===== src/sv/hcas_pkg.sv =====
// Shared types and constants for the hold-to-confirm arm sequencer.
// No dependencies; used by hcas_ctrl, hcas_dp and the top level.
package hcas_pkg;

  // Sequence states as reported on the result channel
  typedef enum logic [2:0] {
    SEQ_READY     = 3'd0,
    SEQ_BLOCKED   = 3'd1,
    SEQ_HOLD      = 3'd2,
    SEQ_COUNTDOWN = 3'd3,
    SEQ_ARMING    = 3'd4,
    SEQ_FAILED    = 3'd5,
    SEQ_SETMODE   = 3'd6,
    SEQ_MOVING    = 3'd7
  } seq_t;

  // Configuration register indexes
  typedef enum logic [1:0] {
    REG_HOLD_TIME      = 2'd0,
    REG_COUNTDOWN_TIME = 2'd1,
    REG_ARM_TIMEOUT    = 2'd2,
    REG_AUTO_MODE      = 2'd3
  } cfg_reg_t;

  localparam int CfgIdxW  = 2;
  localparam int CfgDataW = 16;

  localparam logic [15:0] HoldTimeRst      = 16'd2000;
  localparam logic [15:0] CountdownTimeRst = 16'd5000;
  localparam logic [15:0] ArmTimeoutRst    = 16'd3000;
  localparam logic [7:0]  AutoModeRst      = 8'd10;

  // Quotient of the serial divider: hold permille below 1000
  localparam int DivSteps  = 10;
  localparam int DivCntW   = $clog2(DivSteps);
  localparam int DivDendW  = 26;
  localparam int DivSorW   = 16;

  localparam logic [9:0]  PermilleFull = 10'd1000;
  localparam logic [9:0]  PermilleMul  = 10'd1000;
  localparam logic [16:0] RoundUpMs    = 17'd999;

  // Seconds: x / 1000 as (x * SecRecip) >> SecShift, exact for any 17-bit x
  localparam logic [16:0] SecRecip = 17'd67109;
  localparam int          SecShift = 26;

  // Controller to datapath commands
  typedef struct packed {
    logic load;      // capture the accepted item
    logic step;      // advance the sequence state
    logic prep;      // set up the result or the divider
    logic div_step;  // one restoring division step
    logic out_load;  // fill the output register
  } dp_cmd_t;

  // Datapath to controller status
  typedef struct packed {
    logic need_div;
  } dp_sts_t;

endpackage


===== src/sv/hold_confirm_arm_sequencer.sv =====
// Hold-to-confirm arm sequencer, top level: hcas_ctrl plus hcas_dp.
// The result is registered through the step, prepare and done states, and
// through the 10-step permille divider as well for a hold with partial progress.
// Input stalls until the controller is back in idle, and output stall holds it in done;
// an item is taken while the previous result still waits in the output register.
// Reset: synchronous, active low; restores register defaults, ready state.
module hold_confirm_arm_sequencer (
  input  logic                          clk,
  input  logic                          rst_n,
  input  logic                          cfg_we,
  input  logic [hcas_pkg::CfgIdxW-1:0]  cfg_index,
  input  logic [hcas_pkg::CfgDataW-1:0] cfg_wdata,
  input  logic                          in_valid,
  output logic                          in_stall,
  input  logic [31:0]                   in_now_ms,
  input  logic                          in_active,
  input  logic                          in_btn_press,
  input  logic                          in_btn_down,
  input  logic                          in_route_loaded,
  input  logic                          in_heartbeat_seen,
  input  logic                          in_vehicle_armed,
  input  logic [7:0]                    in_vehicle_mode,
  output logic                          out_valid,
  input  logic                          out_stall,
  output logic                          out_send_arm,
  output logic                          out_send_mode_auto,
  output logic [2:0]                    out_sequence_state,
  output logic [9:0]                    out_hold_permille,
  output logic [6:0]                    out_countdown_seconds
);

  hcas_pkg::dp_cmd_t cmd;
  hcas_pkg::dp_sts_t sts;

  hcas_ctrl u_ctrl (
    .clk       (clk),
    .rst_n     (rst_n),
    .in_valid  (in_valid),
    .in_stall  (in_stall),
    .out_valid (out_valid),
    .out_stall (out_stall),
    .sts       (sts),
    .cmd       (cmd)
  );

  hcas_dp u_dp (
    .clk                   (clk),
    .rst_n                 (rst_n),
    .cfg_we                (cfg_we),
    .cfg_index             (cfg_index),
    .cfg_wdata             (cfg_wdata),
    .in_now_ms             (in_now_ms),
    .in_active             (in_active),
    .in_btn_press          (in_btn_press),
    .in_btn_down           (in_btn_down),
    .in_route_loaded       (in_route_loaded),
    .in_heartbeat_seen     (in_heartbeat_seen),
    .in_vehicle_armed      (in_vehicle_armed),
    .in_vehicle_mode       (in_vehicle_mode),
    .cmd                   (cmd),
    .sts                   (sts),
    .out_send_arm          (out_send_arm),
    .out_send_mode_auto    (out_send_mode_auto),
    .out_sequence_state    (out_sequence_state),
    .out_hold_permille     (out_hold_permille),
    .out_countdown_seconds (out_countdown_seconds)
  );

  a_load_sets_valid: assert property (@(posedge clk) disable iff (!rst_n)
    cmd.out_load |=> out_valid)
    else $error("output register loaded but no valid result");

  a_arm_in_arming: assert property (@(posedge clk) disable iff (!rst_n)
    (out_valid && out_send_arm) |-> (out_sequence_state == hcas_pkg::SEQ_ARMING))
    else $error("arm command outside the arming state");

  a_mode_in_setmode: assert property (@(posedge clk) disable iff (!rst_n)
    (out_valid && out_send_mode_auto) |-> (out_sequence_state == hcas_pkg::SEQ_SETMODE))
    else $error("mode command outside the setting mode state");

  a_permille_range: assert property (@(posedge clk) disable iff (!rst_n)
    out_valid |-> ((out_hold_permille <= hcas_pkg::PermilleFull) &&
                   ((out_sequence_state == hcas_pkg::SEQ_HOLD) ||
                    (out_hold_permille == '0))))
    else $error("hold progress out of range or outside hold");

endmodule


===== src/sv/hcas_ctrl.sv =====
// Controller of the arm sequencer: item handshake, step sequencing and
// divider step count. Depends on hcas_pkg; drives hcas_dp through dp_cmd_t.
module hcas_ctrl (
  input  logic             clk,
  input  logic             rst_n,
  input  logic             in_valid,
  output logic             in_stall,
  output logic             out_valid,
  input  logic             out_stall,
  input  hcas_pkg::dp_sts_t sts,
  output hcas_pkg::dp_cmd_t cmd
);

  typedef enum logic [4:0] {
    C_IDLE = 5'b00001,
    C_STEP = 5'b00010,
    C_PREP = 5'b00100,
    C_DIV  = 5'b01000,
    C_DONE = 5'b10000
  } ctrl_state_t;

  ctrl_state_t                   state_r, state_nxt;
  logic [hcas_pkg::DivCntW-1:0]  cnt_r, cnt_nxt;
  logic                          out_valid_r, out_valid_nxt;

  assign in_stall  = (state_r != C_IDLE);
  assign out_valid = out_valid_r;

  always_comb begin
    state_nxt = state_r;
    cnt_nxt   = cnt_r;
    cmd       = '0;
    case (state_r)
      C_IDLE: begin
        if (in_valid) begin
          cmd.load  = 1'b1;
          state_nxt = C_STEP;
        end
      end
      C_STEP: begin
        cmd.step  = 1'b1;
        state_nxt = C_PREP;
      end
      C_PREP: begin
        cmd.prep  = 1'b1;
        cnt_nxt   = '0;
        state_nxt = sts.need_div ? C_DIV : C_DONE;
      end
      C_DIV: begin
        cmd.div_step = 1'b1;
        cnt_nxt      = cnt_r + 1'b1;
        if (cnt_r == hcas_pkg::DivCntW'(hcas_pkg::DivSteps - 1)) begin
          state_nxt = C_DONE;
        end
      end
      C_DONE: begin
        // hold until the previous result is taken
        if (!out_valid_r || !out_stall) begin
          cmd.out_load = 1'b1;
          state_nxt    = C_IDLE;
        end
      end
      default: begin
        state_nxt = C_IDLE;
      end
    endcase
  end

  always_comb begin
    out_valid_nxt = out_valid_r;
    if (out_valid_r && !out_stall) begin
      out_valid_nxt = 1'b0;
    end
    if (cmd.out_load) begin
      out_valid_nxt = 1'b1;
    end
  end

  always_ff @(posedge clk) begin
    if (!rst_n) begin
      state_r     <= C_IDLE;
      cnt_r       <= '0;
      out_valid_r <= 1'b0;
    end else begin
      state_r     <= state_nxt;
      cnt_r       <= cnt_nxt;
      out_valid_r <= out_valid_nxt;
    end
  end

endmodule


===== src/sv/hcas_dp.sv =====
// Datapath of the arm sequencer: config registers, sequence state, elapsed
// time, permille divider, seconds reciprocal and output register. Depends on hcas_pkg.
module hcas_dp (
  input  logic                          clk,
  input  logic                          rst_n,
  input  logic                          cfg_we,
  input  logic [hcas_pkg::CfgIdxW-1:0]  cfg_index,
  input  logic [hcas_pkg::CfgDataW-1:0] cfg_wdata,
  input  logic [31:0]                   in_now_ms,
  input  logic                          in_active,
  input  logic                          in_btn_press,
  input  logic                          in_btn_down,
  input  logic                          in_route_loaded,
  input  logic                          in_heartbeat_seen,
  input  logic                          in_vehicle_armed,
  input  logic [7:0]                    in_vehicle_mode,
  input  hcas_pkg::dp_cmd_t             cmd,
  output hcas_pkg::dp_sts_t             sts,
  output logic                          out_send_arm,
  output logic                          out_send_mode_auto,
  output logic [2:0]                    out_sequence_state,
  output logic [9:0]                    out_hold_permille,
  output logic [6:0]                    out_countdown_seconds
);

  // configuration
  logic [15:0] hold_r, cd_r, tmo_r;
  logic [7:0]  auto_r;

  // captured item
  logic [31:0] now_r;
  logic        active_r, pressed_r, held_r, route_r, hb_r, armed_r;
  logic [7:0]  mode_r;

  // sequence state
  hcas_pkg::seq_t seq_r, seq_nxt;
  logic [31:0]    ent_r, ent_nxt;
  logic           arm_r, arm_nxt, mcmd_r, mcmd_nxt;
  logic [31:0]    el_r;
  logic [31:0]    elapsed;

  // divider
  logic [hcas_pkg::DivSorW-1:0]   rem_r, sor_r;
  logic [hcas_pkg::DivSteps-1:0]  low_r, q_r;
  logic [9:0]                     direct_r;
  logic                           use_q_r;

  logic [hcas_pkg::DivDendW-1:0]  dend_c;
  logic [hcas_pkg::DivSorW-1:0]   sor_c;
  logic [9:0]                     direct_c;
  logic                           need_div_c;
  logic [hcas_pkg::DivDendW-1:0]  prod;
  logic [16:0]                    cd_sum;
  logic [33:0]                    cd_prod;
  logic [hcas_pkg::DivSorW:0]     trial;
  logic [hcas_pkg::DivSorW:0]     diff;

  always_ff @(posedge clk) begin
    if (!rst_n) begin
      hold_r <= hcas_pkg::HoldTimeRst;
      cd_r   <= hcas_pkg::CountdownTimeRst;
      tmo_r  <= hcas_pkg::ArmTimeoutRst;
      auto_r <= hcas_pkg::AutoModeRst;
    end else if (cfg_we) begin
      case (cfg_index)
        hcas_pkg::REG_HOLD_TIME:      hold_r <= cfg_wdata;
        hcas_pkg::REG_COUNTDOWN_TIME: cd_r   <= cfg_wdata;
        hcas_pkg::REG_ARM_TIMEOUT:    tmo_r  <= cfg_wdata;
        hcas_pkg::REG_AUTO_MODE:      auto_r <= cfg_wdata[7:0];
        default: ;
      endcase
    end
  end

  always_ff @(posedge clk) begin
    if (cmd.load) begin
      now_r     <= in_now_ms;
      active_r  <= in_active;
      pressed_r <= in_btn_press;
      held_r    <= in_btn_down;
      route_r   <= in_route_loaded;
      hb_r      <= in_heartbeat_seen;
      armed_r   <= in_vehicle_armed;
      mode_r    <= in_vehicle_mode;
    end
  end

  assign elapsed = now_r - ent_r;

  always_comb begin
    seq_nxt  = seq_r;
    ent_nxt  = ent_r;
    arm_nxt  = 1'b0;
    mcmd_nxt = 1'b0;
    if (!active_r) begin
      // drop to ready, keep the entry time
      seq_nxt = hcas_pkg::SEQ_READY;
    end else begin
      case (seq_r)
        hcas_pkg::SEQ_READY, hcas_pkg::SEQ_BLOCKED: begin
          seq_nxt = route_r ? hcas_pkg::SEQ_READY : hcas_pkg::SEQ_BLOCKED;
          if (pressed_r && route_r) begin
            seq_nxt = hcas_pkg::SEQ_HOLD;
            ent_nxt = now_r;
          end
        end
        hcas_pkg::SEQ_HOLD: begin
          if (!held_r) begin
            seq_nxt = hcas_pkg::SEQ_READY;
            ent_nxt = now_r;
          end else if (elapsed >= {16'd0, hold_r}) begin
            seq_nxt = hcas_pkg::SEQ_COUNTDOWN;
            ent_nxt = now_r;
          end
        end
        hcas_pkg::SEQ_COUNTDOWN: begin
          if (elapsed >= {16'd0, cd_r}) begin
            arm_nxt = 1'b1;
            seq_nxt = hcas_pkg::SEQ_ARMING;
            ent_nxt = now_r;
          end
        end
        hcas_pkg::SEQ_FAILED: begin
          if (pressed_r && route_r) begin
            seq_nxt = hcas_pkg::SEQ_HOLD;
            ent_nxt = now_r;
          end
        end
        hcas_pkg::SEQ_ARMING: begin
          if (hb_r && armed_r) begin
            mcmd_nxt = 1'b1;
            seq_nxt  = hcas_pkg::SEQ_SETMODE;
            ent_nxt  = now_r;
          end else if (elapsed > {16'd0, tmo_r}) begin
            seq_nxt = hcas_pkg::SEQ_FAILED;
            ent_nxt = now_r;
          end
        end
        hcas_pkg::SEQ_SETMODE: begin
          if (hb_r && (mode_r == auto_r)) begin
            seq_nxt = hcas_pkg::SEQ_MOVING;
            ent_nxt = now_r;
          end
        end
        default: ;
      endcase
    end
  end

  always_ff @(posedge clk) begin
    if (!rst_n) begin
      seq_r <= hcas_pkg::SEQ_READY;
      ent_r <= '0;
    end else if (cmd.step) begin
      seq_r <= seq_nxt;
      ent_r <= ent_nxt;
    end
  end

  always_ff @(posedge clk) begin
    if (cmd.step) begin
      arm_r  <= arm_nxt;
      mcmd_r <= mcmd_nxt;
      el_r   <= now_r - ent_nxt;
    end
  end

  // Hold: elapsed below hold time keeps elapsed*1000 under 26 bits.
  // Countdown: ceil of remaining ms over 1000, by reciprocal multiply.
  assign prod    = hcas_pkg::DivDendW'(el_r[15:0]) *
                   hcas_pkg::DivDendW'(hcas_pkg::PermilleMul);
  assign cd_sum  = {1'b0, cd_r} - {1'b0, el_r[15:0]} + hcas_pkg::RoundUpMs;
  assign cd_prod = 34'(cd_sum) * 34'(hcas_pkg::SecRecip);

  always_comb begin
    dend_c     = '0;
    sor_c      = hold_r;
    direct_c   = '0;
    need_div_c = 1'b0;
    case (seq_r)
      hcas_pkg::SEQ_HOLD: begin
        if (el_r == '0) begin
          direct_c = '0;
        end else if ((hold_r == '0) || (el_r >= {16'd0, hold_r})) begin
          direct_c = hcas_pkg::PermilleFull;
        end else begin
          need_div_c = 1'b1;
          dend_c     = prod;
          sor_c      = hold_r;
        end
      end
      hcas_pkg::SEQ_COUNTDOWN: begin
        if (el_r < {16'd0, cd_r}) begin
          direct_c = {3'd0, cd_prod[hcas_pkg::SecShift +: 7]};
        end
      end
      default: ;
    endcase
  end

  assign sts.need_div = need_div_c;

  // Restoring division; the quotient fits DivSteps bits, so the upper
  // dividend bits already sit below the divisor.
  assign trial = {rem_r, low_r[hcas_pkg::DivSteps-1]};
  assign diff  = trial - {1'b0, sor_r};

  always_ff @(posedge clk) begin
    if (cmd.prep) begin
      rem_r    <= dend_c[hcas_pkg::DivDendW-1:hcas_pkg::DivSteps];
      low_r    <= dend_c[hcas_pkg::DivSteps-1:0];
      sor_r    <= sor_c;
      q_r      <= '0;
      direct_r <= direct_c;
      use_q_r  <= need_div_c;
    end else if (cmd.div_step) begin
      low_r <= {low_r[hcas_pkg::DivSteps-2:0], 1'b0};
      if (trial >= {1'b0, sor_r}) begin
        rem_r <= diff[hcas_pkg::DivSorW-1:0];
        q_r   <= {q_r[hcas_pkg::DivSteps-2:0], 1'b1};
      end else begin
        rem_r <= trial[hcas_pkg::DivSorW-1:0];
        q_r   <= {q_r[hcas_pkg::DivSteps-2:0], 1'b0};
      end
    end
  end

  always_ff @(posedge clk) begin
    if (cmd.out_load) begin
      out_send_arm       <= arm_r;
      out_send_mode_auto <= mcmd_r;
      out_sequence_state <= seq_r;
      if (seq_r == hcas_pkg::SEQ_HOLD) begin
        out_hold_permille <= use_q_r ? q_r : direct_r;
      end else begin
        out_hold_permille <= '0;
      end
      if (seq_r == hcas_pkg::SEQ_COUNTDOWN) begin
        out_countdown_seconds <= direct_r[6:0];
      end else begin
        out_countdown_seconds <= '0;
      end
    end
  end

endmodule

===== config.mk =====
export PLATFORM = sky130hd
export DESIGN_NAME = hold_confirm_arm_sequencer
export DESIGN_NICKNAME = d
export VERILOG_FILES = /design/src/sv/hcas_pkg.sv /design/src/sv/hold_confirm_arm_sequencer.sv /design/src/sv/hcas_ctrl.sv /design/src/sv/hcas_dp.sv
export SDC_FILE = /design/constraint.sdc
export NUM_CORES = 1
export LEC_CHECK = 0
export BUFFER_PORTS_ARGS = -buffer_cell sky130_fd_sc_hd__buf_4
export CAP_MARGIN = 10
export CORE_MARGIN = 8
export CORE_UTILIZATION = 45
export DETAILED_ROUTE_END_ITERATION = 8
export SLEW_MARGIN = 10
export SYNTH_ARGS = -nofsm -noshare
export SYNTH_HDL_FRONTEND = slang
export SYNTH_SLANG_ARGS = --single-unit

===== constraint.sdc =====
create_clock -name clk -period 15.7 [get_ports clk]
set_input_delay 1.57 -clock clk [delete_from_list [all_inputs] [get_ports clk]]
set_output_delay 1.57 -clock clk [all_outputs]
set_load 0.02 [all_outputs]

# After elaboration in Yosys (flattened, before gate mapping)
# Index checks and enable logic that the tools add are counted.
dict set report word_totals {
  ram_bits 0
  in_bits 69
  latchBits 0
  romBits 0
  register_bits 266
  memories 0
}
dict set report op_classes {
  multipliers 2
  order_cmp 6
  bitwise 0
  eq_ne 26
  n_shift 0
  n_addsub 6
  n_reduce_logical 25
  muxes 54
  n_div 0
}
# op n
set op_table {}
lappend op_table {{$mux 32} 8}
lappend op_table {{$pmux 32 s5} 1}
lappend op_table {{$ge 32x16->1} 3}
lappend op_table {{$mux 26} 3}
lappend op_table {{$sub 32x32->32} 2}
lappend op_table {{$mux 10} 5}
lappend op_table {{$mux 16} 3}
lappend op_table {{$mul 17x17->33 const B} 1}
lappend op_table {{$gt 32x16->1} 1}
lappend op_table {{$logic_not 32->1} 1}
lappend op_table {{$lt 32x16->1} 1}
lappend op_table {{$mux 3} 9}
lappend op_table {{$pmux 5 s5} 1}
lappend op_table {{$mul 16x7->23 const B} 1}
lappend op_table {{$mux 5} 4}
lappend op_table {{$pmux 10 s2} 1}
lappend op_table {{$pmux 3 s6} 1}
lappend op_table {{$add 17x10->17 const B} 1}
lappend op_table {{$ge 17x16->1} 1}
lappend op_table {{$sub 16x16->17} 1}
lappend op_table {{$logic_not 16->1} 1}
lappend op_table {{$mux 1} 16}
lappend op_table {{$sub 16x16->16} 1}
lappend op_table {{$reduce_and 2->1} 6}
lappend op_table {{other kinds (31)} 46}

# Longest topological paths before layout
dict set report logic_depth {
  word_depth 7
  mapped_depth 37
  mapped_depth_nobuf 37
}

# By module
# From an unflattened synthesis, not the netlist that was laid out.
dict set report hier_totals {
  cells_unflattened 2320
  area_unflattened_um2 22650.5
}
# mod cells_per_inst seq_area_each_um2 instances area_each_um2
set by_module_without_submodules {}
lappend by_module_without_submodules {hcas_dp 2257 6526.3 1 22122.5}
lappend by_module_without_submodules {hcas_ctrl 63 200.2 1 528.0}

# Least setup slack after synthesis
# OpenSTA, ideal clock, no wires.
dict set report synth_timing {
  path_type {reg2reg}
  from {reg u_dp.el_r[1]}
  to {reg u_dp.direct_r[6], data pin}
  t_required_ns 15.431
  path_stages_with_launch 36
  synth_period_minus_slack_ns 8.536
  arrival_time_ns 8.267
  slack_ns 7.164
  setup_time_ns 0.269
  n_path_buf 0
  path_cell_list {edfxtp_1 inv_1 ha_1 ha_1 fa_1 a21o_1 a21oi_1 o21bai_1 a21oi_1 o21bai_1 a21oi_1 o311ai_0 a31o_2 a21oi_1 xnor2_1 ha_1 inv_1 fa_1 fa_1 fa_1 inv_1 fa_1 ha_1 a21oi_1 nor2_1 a211o_1 a21o_1 a21o_1 a21o_1 a221o_1 a21oi_1 o21bai_1 a2111o_1 nand3_1 xor2_1 o21ai_0}
}
dict set report synth_between {
  elab_chain_len 5
  elab_cells_between_ends 11
}
# element line
set synth_rtl {}
lappend synth_rtl {{from (decl)} hcas_dp.sv:39} ;# logic [31:0] el_r;
lappend synth_rtl {{from (signal assigned)} hcas_dp.sv:164} ;# el_r <= now_r - ent_nxt;
lappend synth_rtl {{$sub 16x16->17 / $ge 32x16->1 (equally long branches)} {hcas_dp.sv:172, hcas_dp.sv:184}}
lappend synth_rtl {{$add 17x10->17 / $logic_or 1x1->1 (equally long branches)} {hcas_dp.sv:172, hcas_dp.sv:184}}
lappend synth_rtl {{$mul 17x17->33 / $mux 10 (equally long branches)} {hcas_dp.sv:173, hcas_dp.sv:184}}
lappend synth_rtl {{$mux 7 / $mux 10 (equally long branches)} {hcas_dp.sv:193, hcas_dp.sv:182}}
lappend synth_rtl {{$pmux 10 s2 (*)} hcas_dp.sv:180} ;# case (seq_r)
lappend synth_rtl {{net u_dp.direct_c[6]} hcas_dp.sv:50} ;# logic [9:0] direct_c;
lappend synth_rtl {{to (signal assigned)} hcas_dp.sv:214} ;# direct_r <= direct_c;
lappend synth_rtl {{to (decl)} hcas_dp.sv:45} ;# logic [9:0] direct_r;
# Mark *: on every way through the listed nets, which the timed path passes. The rest lies on a longest branch.
# A chain may end at the register's enable or synchronous reset.

# Worst setup path in the final report
# Same ends and word-level chain as after synthesis.

==> results.md <==
- Run status: completed
- Unique cell type count in the Yosys netlist: 78
- Leak: 0.0116 uW
- Slew @ Worst Pin: 1.15 ns
- Clock Power Share: 19.1%
- Cell Area, Synth: 0.0236 sq mm
- Hpwl dp: 51200 um
- Ys flop type: edfxtp_1
- Post-synth ARST share: 0%
- Commonest non-fill, non-tap cell in the layout: ha_1
- Synthesized Nets: 3117
- Syn Area/Cell: 9.22 sq um
- GR Util All Layers: 21.6%
- Count of hold-fix buffers inserted at cts: 0
- Area Overhead vs Synth: 10.9%
- Worst hold path startpoint: u_dp.mcmd_r$_SDFFCE_PN0P_
- Setup WS pre-CTS: 6.32 ns
- Synth area leader: ha_1
- Worst-skew pair later-pin latency: 0.56 ns
- Die area: 0.0600 sq mm
- Setup violators final: 0
- Antenna violations before repair: 0
- Register-to-Register Setup Slack: 6.31 ns
- Drt total wl: 65600 um
- Crit-path most repeated cell: a21oi_1
- Min-Delay Endpoint: u_dp.out_send_mode_auto$_DFFE_PP_
- Rows: 84
- Gate Count Post-Synth: 2559
- ANT cells: 0
- Vias post-DR: 19029
- Worst Skew: 0.0280 ns
- Clk slew on worst S/H paths: 0.06 ns
- First drt pass iteration count: 5
- Fin crit share: 59.8%
- Final Slew Violations: 0
- Final critical-path required period: 9.39 ns
- Most frequent cells in the layout: 387 x ha_1, 285 x inv_1, 234 x a21oi_1
- Area occupied by multi-input gates: 0.0155 sq mm
- Switching Fraction: 43.6%
- R2R Path End: u_dp.direct_r[6]$_DFFE_PP_
- Port bufs: 92
- Placed inst area: 0.0250 sq mm
- Sequential fraction of the synthesis area: 28.5%
- Data arrival, critical path: 9.67 ns
- Hold Crit Depth: 0
- Fin. Hold Viols: 0
- Fmax: 0.107 GHz
- Ports: 93
- Crit-path max cell delay: 0.55 ns
- Die extent in x: 245 um
- Logic pwr share: 61.9%
- Number of DRC markers in iteration 0: 957
- Post-cts gate resize count: 0
- Critical Path Source Type: register
- CTS buffer count: 34
- Hold Crit Class: reg2reg
- Worst vdd ir: 0.165 mV
- Pint: 2470 uW
- Setup bufs post-CTS: 0
- Nature of the critical path endpoint: register
- Seq pwr share: 19.0%
- Core Box Area: 0.0522 sq mm
- Pin count of the biggest net entering global routing: 63
- Cell area after layout: 0.0262 sq mm
- Worst Path Max Fanout: 8
- Post-synth EDFFs: 150
- # clock sinks: 261
- Hold WS: 0.421 ns
- DRT antenna net count: 0
- Reg2reg path depth: 35
- Worst Slack Setup Final: 6.31 ns
- Slowest CP cell: fa_1
- Die span in y: 245 um
- Starting Density: 45.2%
- CP Depth: 35
- WL/cell: 19.6 um
- # DRC: 0
- Reg-to-Reg Start: u_dp.el_r[1]$_DFFE_PP_
- CTS HTree Levels: 2
- Placed cell count: 3277
- WP data required: 15.98 ns
- Vias per std cell: 5.70
- YS warnings: 0
- Layout cell share with drive strength beyond 1: 8.75%
- First-pass GRT wire length: 104000 um
- Vias in the first global route: 19367
- Storage element area: 0.00673 sq mm
- Total grt overflow: 0
- Finished Layout Cells: 3339
- Register bit total from synthesis: 261
- Fillers: 4813
- RSZ-0062 raised after global routing: false
- Pwr dens: 167 mW/mm^2
- Sw Pwr: 1910 uW
- Clk buf depth: 3
- CTS tree: yes
- Top cells by area, synth: ha_1 21%, edfxtp_1 19%, dfxtp_1 9.4%
- Gpl congestion: 0.963
- Setup TNS: 0 ns
- Rel. slew slack: 21.6%
- CTS root buffer: clkbuf_16
- Top Family by Delay on Critical Path: compound AO/OA/AOI/OAI gates
- Layout net count: 3183
- Max-Cap Viols: 0
- Buffers plus inverters on the worst setup path: 3
- WS Path Type: reg2reg
- Yosys top cell area share: 20.5%
## worst max path at each step
| stage | to | startpoint |
|---|---|---|
| detailed placement | u_dp.direct_r[6]$_DFFE_PP_ | u_dp.el_r[1]$_DFFE_PP_ |
| global placement | u_dp.direct_r[6]$_DFFE_PP_ | u_dp.el_r[1]$_DFFE_PP_ |
| CTS | u_dp.direct_r[6]$_DFFE_PP_ | u_dp.el_r[1]$_DFFE_PP_ |
| finish | u_dp.direct_r[6]$_DFFE_PP_ | u_dp.el_r[1]$_DFFE_PP_ |
| global route | u_dp.direct_r[6]$_DFFE_PP_ | u_dp.el_r[1]$_DFFE_PP_ |
| floorplan | u_dp.direct_r[6]$_DFFE_PP_ | u_dp.el_r[1]$_DFFE_PP_ |
## sequential cells by signal, indices dropped and copies added, names as in the netlist, 5 cells and up
signal,count
u_ctrl.state_r,5
u_dp.auto_r,8
u_dp.cd_r,16
u_dp.direct_r,8
u_dp.el_r,32
u_dp.ent_r,32
u_dp.hold_r,16
u_dp.low_r,7
u_dp.mode_r,8
u_dp.now_r,32
u_dp.out_countdown_seconds,7
u_dp.out_hold_permille,10
u_dp.q_r,10
u_dp.rem_r,16
u_dp.sor_r,16
u_dp.tmo_r,16
## layer usage
layer	part of all wire (%)	GRT usage [%]
met5	0	0
met2	49	37.9
met3	3.7	2.84
met4	3.6	8.39
met1	44	26.8
## cells in the mapped netlist, drive strengths merged, types with 42 or more instances
cell type / instances
nand2: 194
xnor2: 56
edfxtp: 150
and2: 42
dfxtp: 111
clkbuf: 66
a211oi: 44
ha: 387
o21ai: 143
a21oi: 236
fa: 102
nor2: 113
a21o: 69
inv: 285
o22ai: 47
## power by group through the flow
stage	combinational (uW)	clock, uW	sequential [uW]
final	2710	836	832
after global routing	3160	875	837
after CTS	2750	852	832
after detailed placement	2710	0	846
after global placement	2670	0	844
after floorplan	2030	0	823
## per-stage QoR
step	util [%]	power [uW]
finish	50.1	4380
global route	50.1	4880
CTS	50.1	4440
detailed placement	47.8	3560
global placement	47.8	3520
floorplan	-	2860
## area by class of cell
| class | count | share of cell area [%] |
|---|---|---|
| Clock inverter | 25 | 1.27 |
| Multi-Input combinational cell | 1929 | 59.1 |
| Inverter | 286 | 4.10 |
| Tap cell | 688 | 3.29 |
| Clock buffer | 37 | 3.33 |
| Sequential cell | 261 | 25.7 |
| Timing Repair Buffer | 113 | 3.24 |
## logic make-up (layout without fill, tap and decap cells)
logic type                 Yosys count  count (layout)  synth area share (%)
AOI/OAI and AO/OA                  733             733                  19.4
xor gates and xnor gates            96              96                  3.59
adders and majority gates          489             489                  29.2
buffers and inverters              369             461                  6.10
DFF                                261             261                  28.5
muxes                               22              22                 0.954
and+or+nand+nor                    589             589                  12.3
(Power assumes the default switching activity.)
